[src/assert_macros.svh]
// ----------------------------------------------------------------------------
// Assertion macros
// Shared concurrent assertion helpers for the predictor RTL.
// ----------------------------------------------------------------------------
`ifndef ASSERT_MACROS_SVH
`define ASSERT_MACROS_SVH
`ifndef SYNTH
`define ASSERT_IMPLIES(label, clk, rst, a, c) \
  label: assert property (@(posedge clk) disable iff (rst) (a) |-> (c)) \
    else $error("assertion failed");
`define ASSERT_NEXT(label, clk, rst, a, c) \
  label: assert property (@(posedge clk) disable iff (rst) (a) |=> (c)) \
    else $error("assertion failed");
`else
`define ASSERT_IMPLIES(label, clk, rst, a, c)
`define ASSERT_NEXT(label, clk, rst, a, c)
`endif
`endif

[src/pbp_pkg.sv]
// ----------------------------------------------------------------------------
// Perceptron predictor package
// Shared constants and types.
// ----------------------------------------------------------------------------
`timescale 1ns / 1ps
package pbp_pkg;
  localparam int HistoryLength = 32;
  localparam int TableRows = 256;
  localparam int WeightLimit = 127;
  localparam int AddrWidth = 48;
  localparam int SumOutWidth = 14;
  localparam int ThreshWidth = 13;
  localparam logic [ThreshWidth-1:0] ThreshReset = 13'd75;

  typedef enum logic [2:0] {
    ST_CLEAR,
    ST_IDLE,
    ST_READ,
    ST_SUM,
    ST_WRITE
  } bk_state_t;

  typedef struct packed {
    logic busy;
    logic clearing;
  } bk_status_t;
endpackage

[src/pbp_front.sv]
// ----------------------------------------------------------------------------
// Predictor front end
// Accept branch requests, extract row index, queue for the back end.
// ----------------------------------------------------------------------------
`timescale 1ns / 1ps
module pbp_front
  import pbp_pkg::*;
#(
  parameter int RowBits = 8
) (
  input  logic               clk,
  input  logic               rst,
  input  logic [AddrWidth-1:0] in_addr,
  input  logic               in_taken,
  input  logic               in_valid,
  output logic               in_ready,
  output logic [RowBits:0]   q_data,
  output logic               q_valid,
  input  logic               q_pop
);
  logic [RowBits:0] q_mem [2];
  logic             wp;
  logic             rp;
  logic [1:0]       cnt;
  logic             push;

  assign in_ready = (cnt != 2'd2);
  assign push = in_valid && in_ready;
  assign q_valid = (cnt != 2'd0);
  assign q_data = q_mem[rp];

  always_ff @(posedge clk) begin
    if (rst) begin
      wp <= 1'b0;
      rp <= 1'b0;
      cnt <= 2'd0;
    end else begin
      if (push) begin
        wp <= ~wp;
      end
      if (q_pop) begin
        rp <= ~rp;
      end
      cnt <= cnt + {1'b0, push} - {1'b0, q_pop};
    end
  end

  always_ff @(posedge clk) begin
    if (push) begin
      q_mem[wp] <= {in_taken, in_addr[RowBits-1:0]};
    end
  end
endmodule

[config.mk]
export PLATFORM = sky130hd
export DESIGN_NAME = pbp_front
export DESIGN_NICKNAME = d
export VERILOG_FILES = /design/src/assert_macros.svh /design/src/pbp_pkg.sv /design/src/pbp_front.sv
export SDC_FILE = /design/constraint.sdc
export NUM_CORES = 1
export LEC_CHECK = 0
export BUFFER_PORTS_ARGS = -buffer_cell sky130_fd_sc_hd__buf_4
export CORE_ASPECT_RATIO = 0.6
export CORE_MARGIN = 5
export CORE_UTILIZATION = 39
export CTS_CLUSTER_DIAMETER = 80
export DETAILED_ROUTE_END_ITERATION = 10
export HOLD_SLACK_MARGIN = 0.03
export PLACE_DENSITY = 0.83
export SLEW_MARGIN = 40
export SYNTH_ARGS = -nofsm -noshare
export SYNTH_HDL_FRONTEND = slang
export SYNTH_SLANG_ARGS = --single-unit
[constraint.sdc]
create_clock -name clk -period 1.8 [get_ports clk]
set_input_delay 0.18 -clock clk [delete_from_list [all_inputs] [get_ports clk]]
set_output_delay 0.18 -clock clk [all_outputs]
set_load 0.05 [all_outputs]
== After elaboration in Yosys (flattened, before gate mapping) ==
Memory sizes are Yosys's and may differ from the RTL's. A register that Yosys moved wholly into a read port is not among the register bits.
Index checks and enable logic that the tools add are counted.

* Flip-flop bits (word level): 4
* Memory bits (writable): 18
* Output and inout bits: 11
* Word-level logic and storage cells: 15
* Memories kept: 1

* Add/sub/neg operators: 2
* Equal/unequal tests: 1
* Muxes and demuxes: 4
* Bitwise gates (word level): 2
* Reduce and logical (&&, ||, !) cells: 2

{| class="wikitable"
|+ Memories
! memory !! words !! bits a word !! read ports !! clocked after Yosys merged registers in !! write ports !! line !! source
|-
| q_mem || 2 || 9 || 1 || 1 || 1 || pbp_front.sv:21 || <nowiki>logic [RowBits:0] q_mem [2];</nowiki>
|}

{| class="wikitable"
|+ Operator list
! operator !! number
|-
| 2-to-1 mux 1 bit || 4
|-
| adder 2 x 1 -> 2 bit || 1
|-
| inequality test 2 bit (second input constant) || 1
|-
| inverter 1 bit || 2
|-
| nonzero test 2 bit || 1
|-
| subtractor 2 x 1 -> 2 bit || 1
|-
| logical AND 1 bit || 1
|}

== Logic depth before layout (Yosys ltp) ==
Gate-level depths: netlist (run 1).

* Depth in word-level cells: 4
* Gate-level depth with buffers: 7
* Mapped depth without buffers: 7

== Least setup slack after synthesis (run 1) ==
Ideal clock, no wire load.

* Path type: register -> register
* Start point: reg cnt[0]
* End point: reg cnt[1]
* Library setup time: 0.065 ns
* Data arrival time: 1.910 ns
* Slack: -0.175 ns
* Stages on the path, launching flop included: 7
* Clock period less this slack: 1.975 ns
* Cell sequence: dfxtp_1 -> nand2b_1 -> nand2_1 -> xnor2_1 -> ha_1 -> or4b_1 -> nand4b_1

* Longest elaborated chain between the ends: 4

{| class="wikitable"
|+ RTL lines
! item !! line !! source
|-
| start: declaration || pbp_front.sv:24 || <nowiki>logic [1:0] cnt;</nowiki>
|-
| start signal: assignment || pbp_front.sv:44 || <nowiki>cnt <= cnt + {1'b0, push} - {1'b0, q_pop};</nowiki>
|-
| inequality test 2 bit || pbp_front.sv:27 || <nowiki>assign in_ready = (cnt != 2'd2);</nowiki>
|-
| via in_ready || pbp_front.sv:16 || <nowiki>output logic in_ready,</nowiki>
|-
| logical AND 1 bit || pbp_front.sv:28 || <nowiki>assign push = in_valid && in_ready;</nowiki>
|-
| adder 2 x 1 -> 2 bit || pbp_front.sv:44 ||
|-
| subtractor 2 x 1 -> 2 bit || pbp_front.sv:44 ||
|}

The timed path passes the listed nets, and every way through them passes these cells.
A chain may end at the register's enable or synchronous reset.

== Final worst setup path (run 1) ==
* Start point: reg cnt[0]
* End point: reg cnt[1]

* Longest elaborated chain between the ends: 4

{| class="wikitable"
|+ RTL lines
! item !! line
|-
| inequality test 2 bit || pbp_front.sv:27
|-
| logical AND 1 bit || pbp_front.sv:28
|-
| adder 2 x 1 -> 2 bit * || pbp_front.sv:44
|-
| subtractor 2 x 1 -> 2 bit * || pbp_front.sv:44
|}

Every way passes the cells marked *; elsewhere a longest branch is shown, timed or not.

==> impl_results.md, run 1 <==
* Fin. Hold Viols at 0
* Clock Tree Buf Depth at 2
* Root Buffer: clkbuf_8
* Vias per cell at 4.637
* #FFs+latches synth at 23
* Post-synth top cells: edfxtp_1, mux2_1, dfxtp_1
* Hold crit path type: in -> reg
* Router iterations before antenna repair at 4
* Final worst slack at 0.1536 ns
* Number of global-route vias before repair at 520
* I/O Buffers at 23
* First-pass GRT wire length at 2297 um
* Reg area at 640.6 um^2
* Slew Viols, Final at 0
* Routed len/inst at 12.87 um
* Critical Path RT at 2.00 ns
* MaxCap Viol Count at 0
* CTS Sinks at 23
* Worst Max-Slew Pin Slew at 0.4088 ns
* Data arrival, critical path at 1.85 ns
* Placer congestion estimate at 0.6555
* Worst hold path startpoint: in_addr[5]
* Layout cells sized above 1 at 38.55%
* Number of cell rows at 13
* Int Power at 0.9039 mW
* Area Overhead vs Synth at 28.16%
* Setup crit start kind: flop
* Die X at 72.09 um
* Post-cts resize count at 0
* Most frequent cell after synthesis: edfxtp_1
* Sequential-to-total area share from yosys stat at 71.01%
* Core area at 0.002180 mm^2
* Final setup vio count at 0
* Post-synth EDFFs at 18
* Synthesized area per cell at 15.83 um^2
* Top post-synthesis cells by area: edfxtp_1, dfxtp_1, mux2_1
* Number of post-CTS setup repair buffers at 0
* RSZ-0062 raised after global routing: no
* Hold WS at 0.1010 ns
* Antenna cells at 0
* CTS tree: built
* Vias at 524
* Comb power frac at 25.7%
* Leakage at 0.4533 nW
* Cell Pwr Density at 1124 mW/mm^2
* Worst Setup End Kind: flop
* Post-route ant nets at 0
* RR Startpoint: cnt[0]
* Clock share of power at 23.7%
* Main flop type after synthesis: edfxtp_1
* # DRC at 0
* Power Total at 1.300 mW
* Total wire length at 1454 um
* Multi-input gate area at 244.0 um^2
* Chip Height at 47.26 um
* Relative slew slack at 72.71%
* Share of the synthesized area in the top cell type at 59.92%
* Outcome: completed
* Fin nets at 138
* Fin crit period at 1.646 ns
* Io pins at 64
* Sw power at 0.3957 mW
* Layout fillers at 198
* DP Wirelength at 1107 um
* Netlist Area Pre-Place at 902.1 um^2
* Switching Fraction at 30.45%
* Cts bufs inserted at 3
* Synth Net Count at 111
* Setup CP Type: reg -> reg
* DRT iter0 DRCs at 4
* Unique masters post-synth at 22
* Worst VDD drop at 0.0006618 V
* Gr ovfl total at 0
* Fmax at 607.4 MHz
* Cell taking the most area after synthesis: edfxtp_1
* Initial core utilization at 41.39%
* CTS Hold Buffers Added at 0
* Warnings from Yosys at 0
* Post-route insts no fill at 113
* H-tree depth at 1
* Largest net degree at the start of global routing at 14
* Worst setup startpoint: cnt[0]
* Post-Syn Instances at 57
* DP Worst Slack at 0.1669 ns
* Crit path max fanout at 5
* Reg power frac at 50.6%
* Reg clk slew, reported paths at 0.08 ns
* Clock skew at 0.001152 ns
* Initial antenna violation count at 0
* Worst skew pair latency at 0.26 ns
* Async set-or-reset flop fraction in the synthesized netlist at 0%
* Die Footprint at 0.003407 mm^2
* All-Layer GR Usage at 9.778%
* Fin crit share at 91.47%
* Placed Cells at 109
* Sum Neg Setup Slack at 0 ns
## metrics by stage
stage	util (%)	area, um^2
after floorplan	-	904.6
after global placement	50.92	1110
after detailed placement	50.92	1110
after CTS	53.04	1156
after global routing	53.04	1156
final	53.04	1156
## layer usage
layer  share of wire (%)  global-route usage, %
met5                   0                      0
met4                   0                  1.873
met1                  43                  9.775
met2                  49                  18.08
met3                 8.0                  5.983
## worst paths after layout
kind	endpoint	slack, ns	depth (start not counted)
max	cnt[1]	0.15	6
min reg2reg	rp	0.52	2
min	q_mem[1][5]	0.10	1
max reg2reg	cnt[1]	0.15	6
## power by group through the flow
stage	clock network, mW	registers, mW	logic (mW)
2_1_floorplan	0	0.656	0.244
3_3_place_gp	0	0.666	0.331
3_5_place_dp	0	0.671	0.338
4_1_cts	0.315	0.659	0.338
5_1_grt	0.342	0.664	0.358
6_report	0.308	0.657	0.334
## cells in the final DEF, fill, tap and decap left out, drive strengths merged
cell type and instances:
nand4 2, clkinv 1, or4b 1, nor2b 1
or2 1, a21oi 1, and3 1, inv 4
nand3b 1, xnor2 2, dfxtp 5, nor2 3
edfxtp 18, nand2b 1, a2111oi 1, mux2 9
a21boi 1, nand2 1, clkbuf 3, buf 23
a21bo 1, ha 1, nand4b 1
## cells by family (layout without fill, tap and decap cells)
kind of cell	count (synthesis)	after routing	synth area share (%)
DFF	23	23	71.01
adders and majority gates	1	1	1.387
and+or+nand+nor	13	13	8.739
xor gates and xnor gates	2	2	1.942
AOI/OAI and AO/OA	4	4	3.467
buffers and inverters	5	31	2.218
muxes	9	9	11.23
## worst max-delay path: stages (launching register included)
cell	delay, ns
dfxtp_1	0.37
nand2b_2	0.18
nand2_1	0.08
xnor2_1	0.13
ha_1	0.21
or4b_1	0.52
nand4b_1	0.10
## sequential cells by signal (all words and copies together), names as in the netlist, named ones only
| register | count |
|---|---|
| cnt | 2 |
| wp | 1 |
| rp | 1 |
| q_mem | 18 |
## area by class of cell
cell class | instances | share of cell area, %
clock buffer | 3 | 3.571
tap | 30 | 3.247
timing repair buffer | 23 | 14.94
multi-input combinational | 29 | 21.10
sequential | 23 | 55.41
inverter | 4 | 1.299
clock inverter | 1 | 0.4329
Note: power is estimated with default switching activity, not from simulation.
==> inputs of run 2 (changes only) <==
Settings changed: CELL_PAD_IN_SITES_DETAIL_PLACEMENT from default to 2, CELL_PAD_IN_SITES_GLOBAL_PLACEMENT from default to 2, CORE_UTILIZATION 39 to 23, PLACE_DENSITY 0.83 to 0.82.
==> impl_results.md, run 2 (synthesis gave the netlist of run 1 again) <==
* Fin crit share at 92.88%
* Vias per cell at 4.192
* Most frequent cells in the layout: buf_4, edfxtp_1, mux2_1, dfxtp_1, inv_1
* Outcome: completed
* Fmax at 598.1 MHz
* Die X at 90.85 um
* Crit path max fanout at 5
* Final setup vio count at 0
* Router iterations before antenna repair at 4
* Most flop-heavy register: q_mem
* CTS tree: built
* Worst Max-Slew Pin Slew at 0.4479 ns
* Final core utilization at 31.83%
* Largest net degree at the start of global routing at 13
* H-tree depth at 1
* Placer congestion estimate at 0.6192
* Core area at 0.003722 mm^2
* Initial core utilization at 24.24%
* Cts bufs inserted at 3
* Slew Viols, Final at 0
* Worst Setup End Kind: flop
* Worst skew pair latency at 0.26 ns
* Layout cells sized above 1 at 39.76%
* Slowest CP cell: or4b_1
* Setup crit start kind: flop
* Top Registers: q_mem x18, cnt x2
* Int Power at 0.9101 mW
* Clock Tree Buf Depth at 2
* Layout fillers at 391
* Cell Pwr Density at 1114 mW/mm^2
* Antenna cells at 0
* CP max stage delay at 0.51 ns
* DRT iter0 DRCs at 19
* Data arrival, critical path at 1.87 ns
* Placed Cells at 126
* Fin. Hold Viols at 0
* Number of global-route vias before repair at 609
* Sum Neg Setup Slack at 0 ns
* Critical Path RT at 2.00 ns
* Switching Fraction at 31.03%
* # DRC at 0
* DP Wirelength at 1408 um
* Root Buffer: clkbuf_8
* Chip Height at 58.51 um
* Routed len/inst at 14.05 um
* Die Footprint at 0.005316 mm^2
* Total wire length at 1826 um
* Flip-flop count of the largest register after layout at 18
* CTS Hold Buffers Added at 0
* Io pins at 64
* Area Overhead vs Synth at 31.35%
* Clock share of power at 23.9%
* Post-route ant nets at 0
* Setup CP Type: reg -> reg
* Hold crit path type: in -> reg
* First-pass GRT wire length at 2918 um
* Sw power at 0.4094 mW
* MaxCap Viol Count at 0
* CP cell instances: nand2b_2 > nand2_1 > xnor2_1 > ha_2 > or4b_1 > nand4b_1
* Most common cell after layout, fill and taps aside: buf_4
* Initial antenna violation count at 0
* Reg clk slew, reported paths at 0.08 ns
* Clock skew at 0.004895 ns
* Comb power frac at 26.2%
* Worst VDD drop at 0.0003418 V
* Fin crit period at 1.672 ns
* I/O Buffers at 23
* Post-route insts no fill at 130
* RSZ-0062 raised after global routing: no
* CTS Sinks at 23
* All-Layer GR Usage at 7.282%
* Gr ovfl total at 0
* Reg power frac at 49.9%
* Fin nets at 138
* Relative slew slack at 70.14%
* Leakage at 0.4493 nW
* Number of cell rows at 17
* Vias at 545
==> run 2: power groups by stage <==
stage	Combinational (mW)	Clock, mW	Sequential (mW)
after detailed placement	0.348	0	0.672
after CTS	0.350	0.328	0.659
after floorplan	0.244	0	0.656
after global routing	0.370	0.352	0.665
final	0.346	0.315	0.659
after global placement	0.338	0	0.668
==> run 2: final timing paths <==
kind                                  from          end  slack (ns)  depth (start not counted)
worst max-delay path                cnt[0]       cnt[1]        0.13                          6
worst min-delay path            in_addr[1]  q_mem[1][1]         0.1                          1
worst max register to register      cnt[0]       cnt[1]        0.13                          6
worst min register to register          rp           rp        0.53                          2
==> run 2: metal layers <==
layer | global-route usage, % | wire [um] | vias to the layer above
met5 | 0 | 0 | -
met4 | 1.255 | 9 | 0
met3 | 3.959 | 123 | 2
met2 | 13.13 | 941 | 15
met1 | 7.765 | 752 | 266
li1 | - | - | 262
==> run 2: final cells by class <==
cell class	count	area [um^2]	area share, %
clock buffers	4	45.04	3.801
inverters	4	15.01	1.267
multi-input cells	29	252.7	21.33
flip-flops and latches	23	640.6	54.07
well taps	47	58.81	4.963
repair buffers	23	172.7	14.57
==> run 2: worst max-delay path, delay by kind of cell, from the launching register on <==
kind                     cells  cell delay, ns
XOR/XNOR                     1            0.13
AND/OR/NAND/NOR              4            0.91
adder cells (fa/ha/maj)      1            0.20
flip-flops                   1            0.37
==> run 2: through the flow <==
| step | total power, mW | setup WS, ns | hold WS, ns | area, um^2 |
|---|---|---|---|---|
| after floorplan | 0.8998 | 0.04136 | 0.2491 | 904.6 |
| after global placement | 1.005 | 0.2075 | 0.3669 | 1131 |
| after detailed placement | 1.020 | 0.1169 | 0.3694 | 1131 |
| after CTS | 1.337 | 0.08067 | 0.08996 | 1176 |
| after global routing | 1.387 | 0.01975 | 0.08154 | 1185 |
| final | 1.319 | 0.1281 | 0.09935 | 1185 |
==> run 2: repair_timing <==
item	4_1_cts	5_1_grt
setup endpoints to repair	0	1
resized for setup	0	3
setup buffers	0	0
